$ cat config.mk
export PLATFORM = sky130hd
export DESIGN_NAME = ibrt_ctrl
export DESIGN_NICKNAME = d
export VERILOG_FILES = /design/src/rtl/core/ibrt_pkg.sv /design/src/rtl/core/ibrt_ctrl.sv
export SDC_FILE = /design/constraint.sdc
export NUM_CORES = 2
export LEC_CHECK = 0
export BUFFER_PORTS_ARGS = -buffer_cell sky130_fd_sc_hd__buf_2
export CAP_MARGIN = 40
export CORE_MARGIN = 10
export CORE_UTILIZATION = 39
export CTS_CLUSTER_SIZE = 8
export DETAILED_ROUTE_END_ITERATION = 8
export GPL_TIMING_DRIVEN = 0
export PLACE_DENSITY = 0.66
export SETUP_SLACK_MARGIN = 0.05
export SLEW_MARGIN = 20
export SYNTH_ARGS = -nofsm -noshare
export SYNTH_HDL_FRONTEND = slang
export SYNTH_SLANG_ARGS = --single-unit
$ cat constraint.sdc
create_clock -name clk -period 34.6 [get_ports clk]
set_input_delay 6.92 -clock clk [delete_from_list [all_inputs] [get_ports clk]]
set_output_delay 6.92 -clock clk [all_outputs]
set_load 0.02 [all_outputs]
$ cat src/rtl/core/ibrt_pkg.sv
// Shared types and constants of the tile refinement test block.
package ibrt_pkg;

  localparam int VAL_W      = 32;
  localparam int CUT_W      = 32;
  localparam int FRAC_W     = 8;
  localparam int NUM_TESTS  = 5;
  localparam int BS_W       = 6;
  localparam int EN_W       = 5;
  localparam int FRACS_W    = 40;
  localparam int CFG_IDX_W  = 3;
  localparam int CFG_DATA_W = 40;
  localparam int WORD_W     = 33;
  localparam int SUM_W      = 35;
  localparam int SQ_IN_W    = 36;
  localparam int SQ_HALF_W  = 18;
  localparam int SQ_OUT_W   = 72;
  localparam int DIV_NUM_W  = 54;
  localparam int DIV_DEN_W  = 34;
  localparam int Q_W        = 32;

  localparam logic [CFG_IDX_W-1:0] CFG_TEST_ENABLE  = 3'd0;
  localparam logic [CFG_IDX_W-1:0] CFG_BLOCK_SIZE   = 3'd1;
  localparam logic [CFG_IDX_W-1:0] CFG_VALUE_CUT    = 3'd2;
  localparam logic [CFG_IDX_W-1:0] CFG_ABS_GRAD_CUT = 3'd3;
  localparam logic [CFG_IDX_W-1:0] CFG_REL_GRAD_CUT = 3'd4;
  localparam logic [CFG_IDX_W-1:0] CFG_ABS_LAPL_CUT = 3'd5;
  localparam logic [CFG_IDX_W-1:0] CFG_REL_LAPL_CUT = 3'd6;
  localparam logic [CFG_IDX_W-1:0] CFG_FRACTION     = 3'd7;

  typedef struct packed {
    logic [EN_W-1:0]    test_enable;
    logic [BS_W-1:0]    block_size;
    logic [CUT_W-1:0]   value_cut;
    logic [CUT_W-1:0]   abs_grad_cut;
    logic [CUT_W-1:0]   rel_grad_cut;
    logic [CUT_W-1:0]   abs_lapl_cut;
    logic [CUT_W-1:0]   rel_lapl_cut;
    logic [FRACS_W-1:0] fraction_pack;
  } cfg_t;

  typedef enum logic [2:0] {
    CS_LOAD, CS_ISSUE, CS_WAIT, CS_READ, CS_PREP, CS_COUNT, CS_FINAL, CS_OUT
  } ctrl_state_t;

  typedef enum logic [3:0] {
    OP_CUT_GRAD, OP_CUT_REL, OP_SQ_GX, OP_SQ_GY, OP_DIV_QX,
    OP_DIV_QY, OP_SQ_QX, OP_SQ_QY, OP_DIV_LX, OP_DIV_LY
  } op_t;

  typedef struct packed {
    logic               start;
    logic [SQ_IN_W-1:0] x;
  } sq_req_t;

  typedef struct packed {
    logic                done;
    logic [SQ_OUT_W-1:0] prod;
  } sq_rsp_t;

  typedef struct packed {
    logic                 start;
    logic [DIV_NUM_W-1:0] num;
    logic [DIV_DEN_W-1:0] den;
  } div_req_t;

  typedef struct packed {
    logic           done;
    logic [Q_W-1:0] quot;
  } div_rsp_t;

endpackage

$ cat src/rtl/core/ibrt_ctrl.sv
// Tile loader, stencil sequencer and per-test counters of the refinement test.
module ibrt_ctrl import ibrt_pkg::*; #(
  parameter int MAX_TILE_EDGE = 32
) (
  input  logic                                         clk,
  input  logic                                         rst,
  input  cfg_t                                         cfg,
  input  logic                                         in_valid,
  output logic                                         in_stall,
  input  logic signed [VAL_W-1:0]                      intensity,
  input  logic                                         sample_bad,
  input  logic                                         last_pixel,
  output logic                                         out_valid,
  input  logic                                         out_stall,
  output logic                                         refine,
  output logic                                         ram_we,
  output logic [$clog2(MAX_TILE_EDGE*MAX_TILE_EDGE)-1:0] ram_waddr,
  output logic [WORD_W-1:0]                            ram_wdata,
  output logic [$clog2(MAX_TILE_EDGE*MAX_TILE_EDGE)-1:0] ram_raddr,
  input  logic [WORD_W-1:0]                            ram_rdata,
  output sq_req_t                                      sq_req,
  input  sq_rsp_t                                      sq_rsp,
  output div_req_t                                     div_req,
  input  div_rsp_t                                     div_rsp
);

  localparam int DEPTH   = MAX_TILE_EDGE * MAX_TILE_EDGE;
  localparam int ADDR_W  = $clog2(DEPTH);
  localparam int RC_W    = $clog2(MAX_TILE_EDGE);
  localparam int N_W     = $clog2(MAX_TILE_EDGE + 1);
  localparam int CNT_W   = $clog2(DEPTH + 1);
  localparam int CNT_N   = 2 * NUM_TESTS;
  localparam int RD_N    = 5;
  localparam int RD_W    = $clog2(RD_N + 1);
  localparam int K_W     = $clog2(NUM_TESTS);
  localparam int CMP_W   = CNT_W + FRAC_W;

  ctrl_state_t state, state_next;
  op_t         step, step_after;

  logic [ADDR_W-1:0] load_pos;
  logic [N_W-1:0]    n;
  logic [RC_W-1:0]   n_last;
  logic [ADDR_W-1:0] n_ext;
  logic [RC_W-1:0]   r, c;
  logic [ADDR_W-1:0] rowbase, maddr;
  logic [ADDR_W-1:0] rd_addr [RD_N];
  logic [RD_W-1:0]   rd_idx;
  logic [WORD_W-1:0] words [RD_N];
  logic              xe, ye, last_point;

  logic signed [SUM_W-1:0] ax, bx, ay, by, mv;
  logic signed [SUM_W-1:0] diff_x, diff_y, dsx, dsy, lx, ly;
  logic [VAL_W-1:0]        m_val;
  logic                    bad_g, bad_m;

  logic [SQ_OUT_W-1:0] cut2_g, cut2_r, acc;
  logic                hit2, hit3;
  logic [Q_W-1:0]      qx, qy, pxq, pyq;
  logic [CNT_W-1:0]    cnt [CNT_N];
  logic [K_W-1:0]      k;
  logic                refine_acc;
  logic                unit_done, op_is_div;

  function automatic logic signed [SUM_W-1:0] sx(input logic [VAL_W-1:0] v);
    return {{(SUM_W - VAL_W){v[VAL_W-1]}}, v};
  endfunction

  function automatic logic [SUM_W-1:0] mag(input logic [SUM_W-1:0] v);
    return v[SUM_W-1] ? ~v + 1'b1 : v;
  endfunction

  always_comb begin
    if (cfg.block_size < BS_W'(3)) begin
      n = N_W'(3);
    end else if (int'(cfg.block_size) > MAX_TILE_EDGE) begin
      n = N_W'(MAX_TILE_EDGE);
    end else begin
      n = N_W'(cfg.block_size);
    end
  end

  assign n_last     = RC_W'(n - N_W'(1));
  assign n_ext      = ADDR_W'(n);
  assign maddr      = rowbase + ADDR_W'(c);
  assign xe         = (c == '0) || (c == n_last);
  assign ye         = (r == '0) || (r == n_last);
  assign last_point = (c == n_last) && (r == n_last);

  assign rd_addr[0] = maddr;
  assign rd_addr[1] = (c == '0) ? maddr : maddr - ADDR_W'(1);
  assign rd_addr[2] = (c == n_last) ? maddr : maddr + ADDR_W'(1);
  assign rd_addr[3] = (r == '0) ? maddr : maddr - n_ext;
  assign rd_addr[4] = (r == n_last) ? maddr : maddr + n_ext;

  assign mv = sx(words[0][VAL_W-1:0]);
  assign ax = sx(words[1][VAL_W-1:0]);
  assign bx = sx(words[2][VAL_W-1:0]);
  assign ay = sx(words[3][VAL_W-1:0]);
  assign by = sx(words[4][VAL_W-1:0]);

  // Operands for the shared squarer and divider.
  logic [SUM_W-1:0] gx_mag, gy_mag, g2x_mag, g2y_mag, dx_mag, dy_mag, lx_mag, ly_mag;

  assign gx_mag  = mag(xe ? diff_x <<< 1 : diff_x);
  assign gy_mag  = mag(ye ? diff_y <<< 1 : diff_y);
  assign g2x_mag = mag(diff_x <<< 1);
  assign g2y_mag = mag(diff_y <<< 1);
  assign dx_mag  = mag(dsx);
  assign dy_mag  = mag(dsy);
  assign lx_mag  = mag(lx);
  assign ly_mag  = mag(ly);

  always_comb begin
    case (step)
      OP_CUT_GRAD: step_after = OP_CUT_REL;
      OP_CUT_REL:  step_after = OP_SQ_GX;
      OP_SQ_GX:    step_after = OP_SQ_GY;
      OP_SQ_GY:    step_after = OP_DIV_QX;
      OP_DIV_QX:   step_after = OP_DIV_QY;
      OP_DIV_QY:   step_after = OP_SQ_QX;
      OP_SQ_QX:    step_after = OP_SQ_QY;
      OP_SQ_QY:    step_after = OP_DIV_LX;
      OP_DIV_LX:   step_after = OP_DIV_LY;
      default:     step_after = OP_SQ_GX;
    endcase
  end

  assign op_is_div = (step == OP_DIV_QX) || (step == OP_DIV_QY) ||
                     (step == OP_DIV_LX) || (step == OP_DIV_LY);
  assign unit_done = op_is_div ? div_rsp.done : sq_rsp.done;

  always_comb begin
    state_next = state;
    case (state)
      CS_LOAD: begin
        if (in_valid && last_pixel) begin
          state_next = CS_ISSUE;
        end
      end
      CS_ISSUE: state_next = CS_WAIT;
      CS_WAIT: begin
        if (unit_done) begin
          if (step == OP_CUT_REL) begin
            state_next = CS_READ;
          end else if (step == OP_DIV_LY) begin
            state_next = CS_COUNT;
          end else begin
            state_next = CS_ISSUE;
          end
        end
      end
      CS_READ: begin
        if (rd_idx == RD_W'(RD_N)) begin
          state_next = CS_PREP;
        end
      end
      CS_PREP: state_next = CS_ISSUE;
      CS_COUNT: state_next = last_point ? CS_FINAL : CS_READ;
      CS_FINAL: begin
        if (k == K_W'(NUM_TESTS - 1)) begin
          state_next = CS_OUT;
        end
      end
      CS_OUT: begin
        if (!out_valid || !out_stall) begin
          state_next = CS_LOAD;
        end
      end
      default: state_next = CS_LOAD;
    endcase
  end

  always_comb begin
    in_stall     = 1'b1;
    ram_we       = 1'b0;
    ram_waddr    = load_pos;
    ram_wdata    = {sample_bad, intensity};
    ram_raddr    = maddr;
    sq_req.start = 1'b0;
    sq_req.x     = '0;
    div_req.start = 1'b0;
    div_req.num  = '0;
    div_req.den  = '0;
    case (state)
      CS_LOAD: begin
        in_stall = 1'b0;
        ram_we   = in_valid;
      end
      CS_READ: begin
        if (rd_idx != RD_W'(RD_N)) begin
          ram_raddr = rd_addr[rd_idx];
        end
      end
      CS_ISSUE: begin
        sq_req.start  = !op_is_div;
        div_req.start = op_is_div;
        case (step)
          OP_CUT_GRAD: sq_req.x = SQ_IN_W'({cfg.abs_grad_cut, 1'b0});
          OP_CUT_REL:  sq_req.x = SQ_IN_W'(cfg.rel_grad_cut);
          OP_SQ_GX:    sq_req.x = SQ_IN_W'(gx_mag);
          OP_SQ_GY:    sq_req.x = SQ_IN_W'(gy_mag);
          OP_SQ_QX:    sq_req.x = SQ_IN_W'(qx);
          OP_SQ_QY:    sq_req.x = SQ_IN_W'(qy);
          OP_DIV_QX: begin
            div_req.num = DIV_NUM_W'({g2x_mag[DIV_DEN_W-1:0], 16'b0});
            div_req.den = dx_mag[DIV_DEN_W-1:0];
          end
          OP_DIV_QY: begin
            div_req.num = DIV_NUM_W'({g2y_mag[DIV_DEN_W-1:0], 16'b0});
            div_req.den = dy_mag[DIV_DEN_W-1:0];
          end
          OP_DIV_LX: begin
            div_req.num = DIV_NUM_W'({lx_mag[DIV_DEN_W-1:0], 18'b0});
            div_req.den = dx_mag[DIV_DEN_W-1:0];
          end
          OP_DIV_LY: begin
            div_req.num = DIV_NUM_W'({ly_mag[DIV_DEN_W-1:0], 18'b0});
            div_req.den = dy_mag[DIV_DEN_W-1:0];
          end
          default: sq_req.x = '0;
        endcase
      end
      default: in_stall = 1'b1;
    endcase
  end

  // Per-point test evaluation.
  logic [VAL_W:0]          m33, m_mag;
  logic                    hit1, hit4, hit5, dnz;
  logic [SUM_W:0]          lap, lap_mag;
  logic signed [Q_W:0]     px, py;
  logic [Q_W+1:0]          psum, psum_mag;
  logic [CNT_N-1:0]        inc;
  logic [SQ_OUT_W:0]       sq_sum;
  logic [CNT_W-1:0]        exam, exc;
  logic [CMP_W-1:0]        lhs, rhs;
  logic [FRAC_W-1:0]       frac;

  assign m33     = {m_val[VAL_W-1], m_val};
  assign m_mag   = m33[VAL_W] ? ~m33 + 1'b1 : m33;
  assign hit1    = m_mag > {1'b0, cfg.value_cut};
  assign lap     = {lx[SUM_W-1], lx} + {ly[SUM_W-1], ly};
  assign lap_mag = lap[SUM_W] ? ~lap + 1'b1 : lap;
  assign hit4    = lap_mag > (SUM_W + 1)'(cfg.abs_lapl_cut);
  assign px      = (lx[SUM_W-1] != dsx[SUM_W-1]) ? -$signed({1'b0, pxq}) : $signed({1'b0, pxq});
  assign py      = (ly[SUM_W-1] != dsy[SUM_W-1]) ? -$signed({1'b0, pyq}) : $signed({1'b0, pyq});
  assign psum    = {px[Q_W], px} + {py[Q_W], py};
  assign psum_mag = psum[Q_W+1] ? ~psum + 1'b1 : psum;
  assign hit5    = psum_mag > (Q_W + 2)'(cfg.rel_lapl_cut);
  assign dnz     = (dsx != '0) && (dsy != '0);
  assign sq_sum  = {1'b0, acc} + {1'b0, sq_rsp.prod};

  always_comb begin
    inc[0] = !bad_m;
    inc[1] = !bad_m && hit1;
    inc[2] = !bad_g;
    inc[3] = !bad_g && hit2;
    inc[4] = !bad_g && !((!xe || !ye) && bad_m) && dnz;
    inc[5] = inc[4] && hit3;
    inc[6] = !xe && !ye && !bad_g && !bad_m;
    inc[7] = inc[6] && hit4;
    inc[8] = inc[6] && dnz;
    inc[9] = inc[8] && hit5;
  end

  assign exam = cnt[{k, 1'b0}];
  assign exc  = cnt[{k, 1'b1}];
  assign frac = cfg.fraction_pack[{k, 3'b0} +: FRAC_W];
  assign lhs  = {exc, {FRAC_W{1'b0}}};
  assign rhs  = CMP_W'(frac) * CMP_W'(exam);

  always_ff @(posedge clk) begin
    if (rst) begin
      state     <= CS_LOAD;
      load_pos  <= '0;
      rd_idx    <= '0;
      out_valid <= 1'b0;
      step      <= OP_CUT_GRAD;
      k         <= '0;
      r         <= '0;
      c         <= '0;
      rowbase   <= '0;
    end else begin
      state <= state_next;
      if (out_valid && !out_stall && state != CS_OUT) begin
        out_valid <= 1'b0;
      end
      case (state)
        CS_LOAD: begin
          if (in_valid) begin
            if (last_pixel) begin
              load_pos <= '0;
            end else if (load_pos == ADDR_W'(DEPTH - 1)) begin
              load_pos <= '0;
            end else begin
              load_pos <= load_pos + ADDR_W'(1);
            end
          end
          step    <= OP_CUT_GRAD;
          k       <= '0;
          r       <= '0;
          c       <= '0;
          rowbase <= '0;
          rd_idx  <= '0;
        end
        CS_WAIT: begin
          if (unit_done) begin
            step <= step_after;
          end
        end
        CS_READ: begin
          rd_idx <= (rd_idx == RD_W'(RD_N)) ? '0 : rd_idx + RD_W'(1);
        end
        CS_COUNT: begin
          if (c == n_last) begin
            c       <= '0;
            r       <= r + RC_W'(1);
            rowbase <= rowbase + n_ext;
          end else begin
            c <= c + RC_W'(1);
          end
        end
        CS_FINAL: begin
          k <= k + K_W'(1);
        end
        CS_OUT: begin
          if (!out_valid || !out_stall) begin
            out_valid <= 1'b1;
          end
        end
        default: k <= k;
      endcase
    end
  end

  always_ff @(posedge clk) begin
    case (state)
      CS_LOAD: begin
        for (int i = 0; i < CNT_N; i++) begin
          cnt[i] <= '0;
        end
        refine_acc <= 1'b0;
      end
      CS_READ: begin
        if (rd_idx != '0) begin
          words[rd_idx - RD_W'(1)] <= ram_rdata;
        end
      end
      CS_PREP: begin
        diff_x <= bx - ax;
        diff_y <= by - ay;
        dsx    <= xe ? ax + bx : ax + (mv <<< 1) + bx;
        dsy    <= ye ? ay + by : ay + (mv <<< 1) + by;
        lx     <= ax - (mv <<< 1) + bx;
        ly     <= ay - (mv <<< 1) + by;
        m_val  <= words[0][VAL_W-1:0];
        bad_m  <= words[0][WORD_W-1];
        bad_g  <= words[1][WORD_W-1] | words[2][WORD_W-1] |
                  words[3][WORD_W-1] | words[4][WORD_W-1];
      end
      CS_WAIT: begin
        if (unit_done) begin
          case (step)
            OP_CUT_GRAD: cut2_g <= sq_rsp.prod;
            OP_CUT_REL:  cut2_r <= sq_rsp.prod;
            OP_SQ_GX:    acc    <= sq_rsp.prod;
            OP_SQ_GY:    hit2   <= sq_sum > {1'b0, cut2_g};
            OP_DIV_QX:   qx     <= div_rsp.quot;
            OP_DIV_QY:   qy     <= div_rsp.quot;
            OP_SQ_QX:    acc    <= sq_rsp.prod;
            OP_SQ_QY:    hit3   <= sq_sum > {1'b0, cut2_r};
            OP_DIV_LX:   pxq    <= div_rsp.quot;
            default:     pyq    <= div_rsp.quot;
          endcase
        end
      end
      CS_COUNT: begin
        for (int i = 0; i < CNT_N; i++) begin
          cnt[i] <= cnt[i] + CNT_W'(inc[i]);
        end
      end
      CS_FINAL: begin
        if (cfg.test_enable[k] && (lhs > rhs)) begin
          refine_acc <= 1'b1;
        end
      end
      CS_OUT: begin
        if (!out_valid || !out_stall) begin
          refine <= refine_acc;
        end
      end
      default: refine_acc <= refine_acc;
    endcase
  end

endmodule

; After elaboration in Yosys (flattened, before gate mapping)
; Memory sizes are Yosys's and may differ from the RTL's. A register that Yosys moved wholly into a read port is not among the register bits.
; Index checks and enable logic that the tools add are counted.
[totals]
reg_bits = 632
ram_bits = 275
romBits = 64
in_bits = 388
output_inout_bits = 183
elab_cells = 301
mem_count = 3
[mem_list]
columns = name, words, word_bits, read_ports, rd_clocked_by_memory_dff, wr, line
row1 = words, 5, 33, 5, 0, 1, ibrt_ctrl.sv:49  ; logic [WORD_W-1:0] words [RD_N];
row2 = cnt, 10, 11, 12, 2, 10, ibrt_ctrl.sv:60  ; logic [CNT_W-1:0] cnt [CNT_N];
row3 = (no name shown), 16, 4, 1, 1, 0, ibrt_ctrl.sv:115  ; case (step)
[classes]
n_addsub = 51
n_mul = 1
order_cmp = 10
eq_ne = 32
shifts = 1
mux = 87
n_bitwise = 26
n_reduce_logical = 61
[ops]
columns = op, count
row1 = 86-bit case mux with 4 select lines, 1
row2 = "34-bit by 1-bit adder with 34-bit output, second input constant", 7
row3 = 34-bit 2-to-1 mux, 7
row4 = 34-bit inverter, 7
row5 = 35-bit case mux with 6 select lines, 1
row6 = 33-bit 2-to-1 mux, 5
row7 = 73-bit by 72-bit > comparator with 1-bit output, 2
row8 = 34-bit by 32-bit adder with 35-bit output, 4
row9 = 35-bit 2-to-1 mux, 4
row10 = 11-bit by 1-bit adder with 11-bit output, 10
row11 = 10-bit 2-to-1 mux, 11
row12 = 11-bit 2-to-1 mux, 10
row13 = 89-bit 2-to-1 mux, 1
row14 = 72-bit by 72-bit adder with 73-bit output, 1
row15 = "35-bit by 1-bit adder with 35-bit output, second input constant", 2
row16 = 35-bit inverter, 2
row17 = 35-bit nonzero test, 2
row18 = 32-bit by 33-bit adder with 34-bit output, 2
row19 = 32-bit by 33-bit subtractor with 34-bit output, 2
row20 = 32-bit by 32-bit adder with 33-bit output, 2
row21 = 32-bit negation with 33-bit output, 2
row22 = 32-bit by 32-bit subtractor with 33-bit output, 2
row23 = 40-bit by 7-bit indexed part select with 8-bit output, 1
row24 = 37-bit 2-to-1 mux, 1
row25 = 66 further kinds, 180

; Longest topological paths before layout
[depth]
word_depth = 15
mapped_depth = 40
ltp_nobuf = 39

; Worst setup path before layout
; OpenSTA, ideal clock, no wires.
[synth_path]
kind = input to output
start = in cfg[204] (netlist bit)
end = out sq_req[32] (netlist bit)
t_arrival_ns = 12.525
required_time_ns = 27.680
slack_ns = 15.155
stages = 23
n_path_buf = 3
path_cell_list = nor3_1 > nor2_1 > nor2_1 > inv_1 > ha_1 > xnor2_1 > xnor2_1 > nor3_1 > a31o_2 > clkbuf_1 > buf_1 > buf_1 > mux2i_1 > ha_1 > nor2b_1 > inv_1 > a2111oi_1 > nand3_1 > o31a_1 > a211oi_1 > xnor2_1 > a21oi_1 > o31ai_1
[synth_rtl]
columns = item, line
row1 = "start, declared", ibrt_ctrl.sv:7  ; input cfg_t cfg,
row2 = "end, declared", ibrt_ctrl.sv:21  ; output sq_req_t sq_req,

==> impl_metrics.prom <==
# TYPE chip_impl_metric gauge
chip_impl_metric{name="io_pins",unit=""} 571
chip_impl_info{name="status",value="completed"} 1
chip_impl_info{name="rr_startpoint",value="lx[34]"} 1
chip_impl_metric{name="finalSetupTns",unit="ns"} 0
chip_impl_metric{name="syn2layout_area_growth",unit="%"} 13.90
chip_impl_info{name="startpoint",value="cfg[204]"} 1
chip_impl_metric{name="synth_cell_types",unit=""} 89
chip_impl_metric{name="period_share",unit=""} 0.6201
chip_impl_metric{name="synth_edf_count",unit=""} 859
chip_impl_info{name="worstSetupStartpointType",value="input port"} 1
chip_impl_metric{name="timing_hold_violations_final",unit=""} 0
chip_impl_metric{name="deepest_clock_path_buffer_count",unit=""} 3
chip_impl_metric{name="avgViaCountPerCell",unit=""} 5.775
chip_impl_metric{name="place.gp.congestion",unit=""} 1.026
chip_impl_metric{name="net_count_final",unit=""} 10783
chip_impl_metric{name="wire_per_inst",unit="um"} 25.73
chip_impl_metric{name="grt_first_pass_wirelength",unit="mm"} 451.3
chip_impl_info{name="critPathCaptureType",value="output pin"} 1
chip_impl_metric{name="floorplan.die_area",unit="sq um"} 222300
chip_impl_metric{name="finish.utilization",unit=""} 0.4471
chip_impl_metric{name="synth.yosys.seq_area_share",unit=""} 0.3373
chip_impl_metric{name="worst_slew_margin_rel",unit=""} 0.3039
chip_impl_metric{name="finalMaxSlewViolations",unit=""} 0
chip_impl_info{name="ys_dominant_reg_cell",value="sky130_fd_sc_hd__edfxtp_1"} 1
chip_impl_metric{name="detailroute.via_count",unit=""} 70249
chip_impl_metric{name="cts-buffers-inserted",unit=""} 135
chip_impl_metric{name="maximum_number_of_pins_on_one_net_before_global_route_repair",unit=""} 57
chip_impl_info{name="layout.cells.most_common",value="sky130_fd_sc_hd__inv_1"} 1
chip_impl_metric{name="clk_pin_slew",unit="ns"} 0.05
chip_impl_metric{name="row_count",unit=""} 165
chip_impl_metric{name="die_w",unit="um"} 471.5
chip_impl_metric{name="final.fill_count",unit=""} 19493
chip_impl_metric{name="timing.fmax",unit="MHz"} 46.61
chip_impl_metric{name="grtUsageTotal",unit=""} 0.2687
chip_impl_info{name="grt_setup_unrepaired",value="no"} 1
chip_impl_metric{name="grt_pass1_vias",unit=""} 68190
chip_impl_metric{name="reg2reg_depth",unit=""} 37
chip_impl_metric{name="ir_worst_vdd",unit="mV"} 0.05760
chip_impl_info{name="worst_r2r_endpoint",value="cnt[9][8]"} 1
chip_impl_metric{name="cts_sinks",unit=""} 910
chip_impl_metric{name="worst-r2r-setup-slack",unit="ns"} 25.22
chip_impl_metric{name="powerDensity",unit="nW/um^2"} 41.91
chip_impl_info{name="root_buffer",value="sky130_fd_sc_hd__clkbuf_16"} 1
chip_impl_metric{name="total_overflow_reported_by_the_global_router",unit=""} 0
chip_impl_metric{name="synth_cells",unit=""} 8637
chip_impl_metric{name="total_leakage_power",unit="nW"} 37.98
chip_impl_metric{name="cts_htree_levels",unit=""} 4
chip_impl_metric{name="crit_fanout",unit=""} 10
chip_impl_metric{name="buffer_ports.inserted",unit=""} 515
chip_impl_metric{name="drc",unit=""} 0
chip_impl_metric{name="cts.repair.resized",unit=""} 0
chip_impl_metric{name="dieHeight",unit="um"} 471.5
chip_impl_metric{name="post_cts.repair.setup_buffers",unit=""} 0
chip_impl_metric{name="setup_violations",unit=""} 0
chip_impl_info{name="timing_worst_setup_path_type",value="input port to output pin"} 1
chip_impl_metric{name="final.min_clock_period",unit="ns"} 21.46
chip_impl_metric{name="synth_seq_cells",unit=""} 910
chip_impl_metric{name="worst_pin_slew",unit="ns"} 1.044
chip_impl_info{name="final_cell_mix",value="883 x sky130_fd_sc_hd__inv_1, 859 x sky130_fd_sc_hd__edfxtp_1, 766 x sky130_fd_sc_hd__ha_1"} 1
chip_impl_metric{name="drt_first_iter_violations",unit=""} 6988
chip_impl_metric{name="netlist_area",unit="sq um"} 79500
chip_impl_metric{name="crit_required",unit="ns"} 27.68
chip_impl_info{name="tritoncts",value="built"} 1
chip_impl_metric{name="critPathArrivalTime",unit="ns"} 14.54
chip_impl_metric{name="drt-pass1-iter-count",unit=""} 6
chip_impl_metric{name="post_cts_hold_buffer_count",unit=""} 0
chip_impl_metric{name="ys_async_sr_fraction",unit=""} 0
chip_impl_metric{name="grt_antenna_before_repair",unit=""} 71
chip_impl_metric{name="place_hpwl",unit="mm"} 260.4
chip_impl_metric{name="ant_nets",unit=""} 0
chip_impl_metric{name="synth.avg_cell_area",unit="sq um"} 9.204
chip_impl_metric{name="worst_clock_skew",unit="ns"} 0.03711
chip_impl_info{name="holdCritPathClass",value="flip-flop to flip-flop"} 1
chip_impl_metric{name="totalWireLength",unit="mm"} 313.1
chip_impl_info{name="timing.critical_path.to",value="sq_req[32]"} 1
chip_impl_metric{name="post_route_cells_drive_above_1_share",unit=""} 0.1052
chip_impl_metric{name="initial_utilization",unit=""} 0.3925
chip_impl_metric{name="cap_viol_max_count",unit=""} 0
chip_impl_metric{name="synthesis.yosys.warnings",unit=""} 0
chip_impl_metric{name="core_area",unit="sq um"} 202500
chip_impl_metric{name="clock_network_latency_to_the_later_pin_of_the_worst_skew_pair",unit="ns"} 0.81
## routing by layer
metal / track usage / part of all wire / up-vias
li1: - / - / 32342
met1: 0.3417 / 0.41 / 34167
met2: 0.4339 / 0.45 / 2983
met3: 0.04716 / 0.074 / 709
met4: 0.1444 / 0.064 / 48
met5: 0 / 0.00088 / -
## flip-flops by register name, summed over array words and instances (netlist names), 34 cells and up, named ones only
signal	flops
words	165
cnt	110
acc	72
cut2_g	72
cut2_r	72
dsx	34
dsy	34
lx	34
ly	34
## Yosys cell counts, drive strengths merged, types with 31 or more instances
| cell type | number | area share |
|---|---|---|
| nor3 | 142 | 0.0089 |
| fa | 195 | 0.049 |
| a211oi | 51 | 0.0048 |
| o211ai | 45 | 0.0042 |
| nand3 | 181 | 0.011 |
| o21a | 68 | 0.0064 |
| nor2 | 716 | 0.034 |
| a21oi | 640 | 0.040 |
| a22oi | 102 | 0.0096 |
| dfxtp | 51 | 0.013 |
| a21o | 219 | 0.021 |
| o21ai | 444 | 0.028 |
| or3 | 67 | 0.0053 |
| nor4 | 56 | 0.0044 |
| o41ai | 45 | 0.0052 |
| or4 | 49 | 0.0049 |
| xnor2 | 559 | 0.062 |
| ha | 766 | 0.12 |
| o21bai | 77 | 0.0073 |
| and3 | 99 | 0.0078 |
| and2 | 39 | 0.0031 |
| xor2 | 292 | 0.032 |
| mux2i | 64 | 0.0081 |
| nand2b | 112 | 0.0088 |
| or2 | 34 | 0.0027 |
| clkbuf | 265 | 0.013 |
| o22ai | 42 | 0.0033 |
| inv | 883 | 0.042 |
| edfxtp | 859 | 0.32 |
| buf | 92 | 0.0069 |
| nor2b | 106 | 0.0083 |
| a31oi | 95 | 0.0075 |
| o31ai | 87 | 0.0082 |
| nand2 | 598 | 0.028 |
| nand4 | 102 | 0.0080 |
| a221oi | 31 | 0.0034 |
## critical path, cell delays in order
cell and delay (ns):
sky130_fd_sc_hd__buf_2 0.13, sky130_fd_sc_hd__nor3_1 0.24, sky130_fd_sc_hd__nor2_1 0.07, sky130_fd_sc_hd__nor2_1 0.47
sky130_fd_sc_hd__inv_1 0.21, sky130_fd_sc_hd__ha_1 0.33, sky130_fd_sc_hd__xnor2_1 0.18, sky130_fd_sc_hd__xnor2_1 0.15
sky130_fd_sc_hd__nor3_1 0.34, sky130_fd_sc_hd__a31o_2 0.26, sky130_fd_sc_hd__clkbuf_1 0.58, sky130_fd_sc_hd__buf_1 0.51
sky130_fd_sc_hd__buf_1 0.69, sky130_fd_sc_hd__mux2i_1 0.30, sky130_fd_sc_hd__ha_1 0.20, sky130_fd_sc_hd__nor2b_1 0.30
sky130_fd_sc_hd__inv_1 0.11, sky130_fd_sc_hd__a2111oi_2 0.41, sky130_fd_sc_hd__buf_2 0.26, sky130_fd_sc_hd__nand3_1 0.17
sky130_fd_sc_hd__o31a_1 0.43, sky130_fd_sc_hd__a211oi_1 0.25, sky130_fd_sc_hd__xnor2_1 0.15, sky130_fd_sc_hd__a21oi_1 0.09
sky130_fd_sc_hd__o31ai_1 0.31, sky130_fd_sc_hd__buf_2 0.24, sky130_fd_sc_hd__buf_2 0.19
## per-stage QoR
stage          cells  hold slack, ns  total power, mW  setup WS (ns)  cell area, sq um
2_1_floorplan   8657          0.4003            2.211          15.16             79570
3_3_place_gp   11844          0.4097            2.561          6.853             85490
3_5_place_dp   11955          0.4150            2.584          13.28             86640
4_1_cts        12132          0.4243            3.816          13.24             90380
5_1_grt        12155          0.4496            4.003          12.47             90520
6_report       12165          0.4211            3.795          13.14             90550
## worst min-delay path by stage
| stage | slack [ns] | start | cells past startpoint | end |
|---|---|---|---|---|
| after floorplan | 0.40 | words[0][32] | 0 | bad_m |
| after global placement | 0.41 | words[0][32] | 0 | bad_m |
| after detailed placement | 0.41 | words[0][32] | 0 | bad_m |
| after CTS | 0.42 | words[0][32] | 0 | bad_m |
| after global routing | 0.45 | words[0][32] | 0 | bad_m |
| final | 0.42 | words[0][32] | 0 | bad_m |
## cell families (layout without fill, tap and decap cells)
| group | Yosys count | after routing | share of synthesized area |
|---|---|---|---|
| compound gates | 2173 | 2173 | 0.1747 |
| xor+xnor | 852 | 852 | 0.09404 |
| fa+ha+maj | 961 | 961 | 0.1697 |
| buf+inv | 1242 | 2059 | 0.06124 |
| flops | 910 | 910 | 0.3373 |
| mux | 112 | 112 | 0.01826 |
| other cells | 1 | 40 | 0.00004717 |
| simple gates | 2386 | 2386 | 0.1448 |
## report_power, final
group | internal [mW] | switching (mW)
clock | 0.708 | 0.510
combinational | 0.467 | 0.716
sequential | 1.31 | 0.0781
total | 2.49 | 1.30
## final cells by class
type	count	area (sq um)	area share
Inverter	885	3322	0.03669
Clock inverter	21	245.2	0.002708
Tap cell	2672	3343	0.03692
Sequential cell	910	26820	0.2962
Antenna cell	19	47.55	0.0005251
Clock buffer	156	3488	0.03853
Buffer	357	1558	0.01720
Multi-Input combinational cell	6505	48030	0.5305
Timing Repair Buffer	640	3694	0.04079
Power figures use the tool's default switching activity.
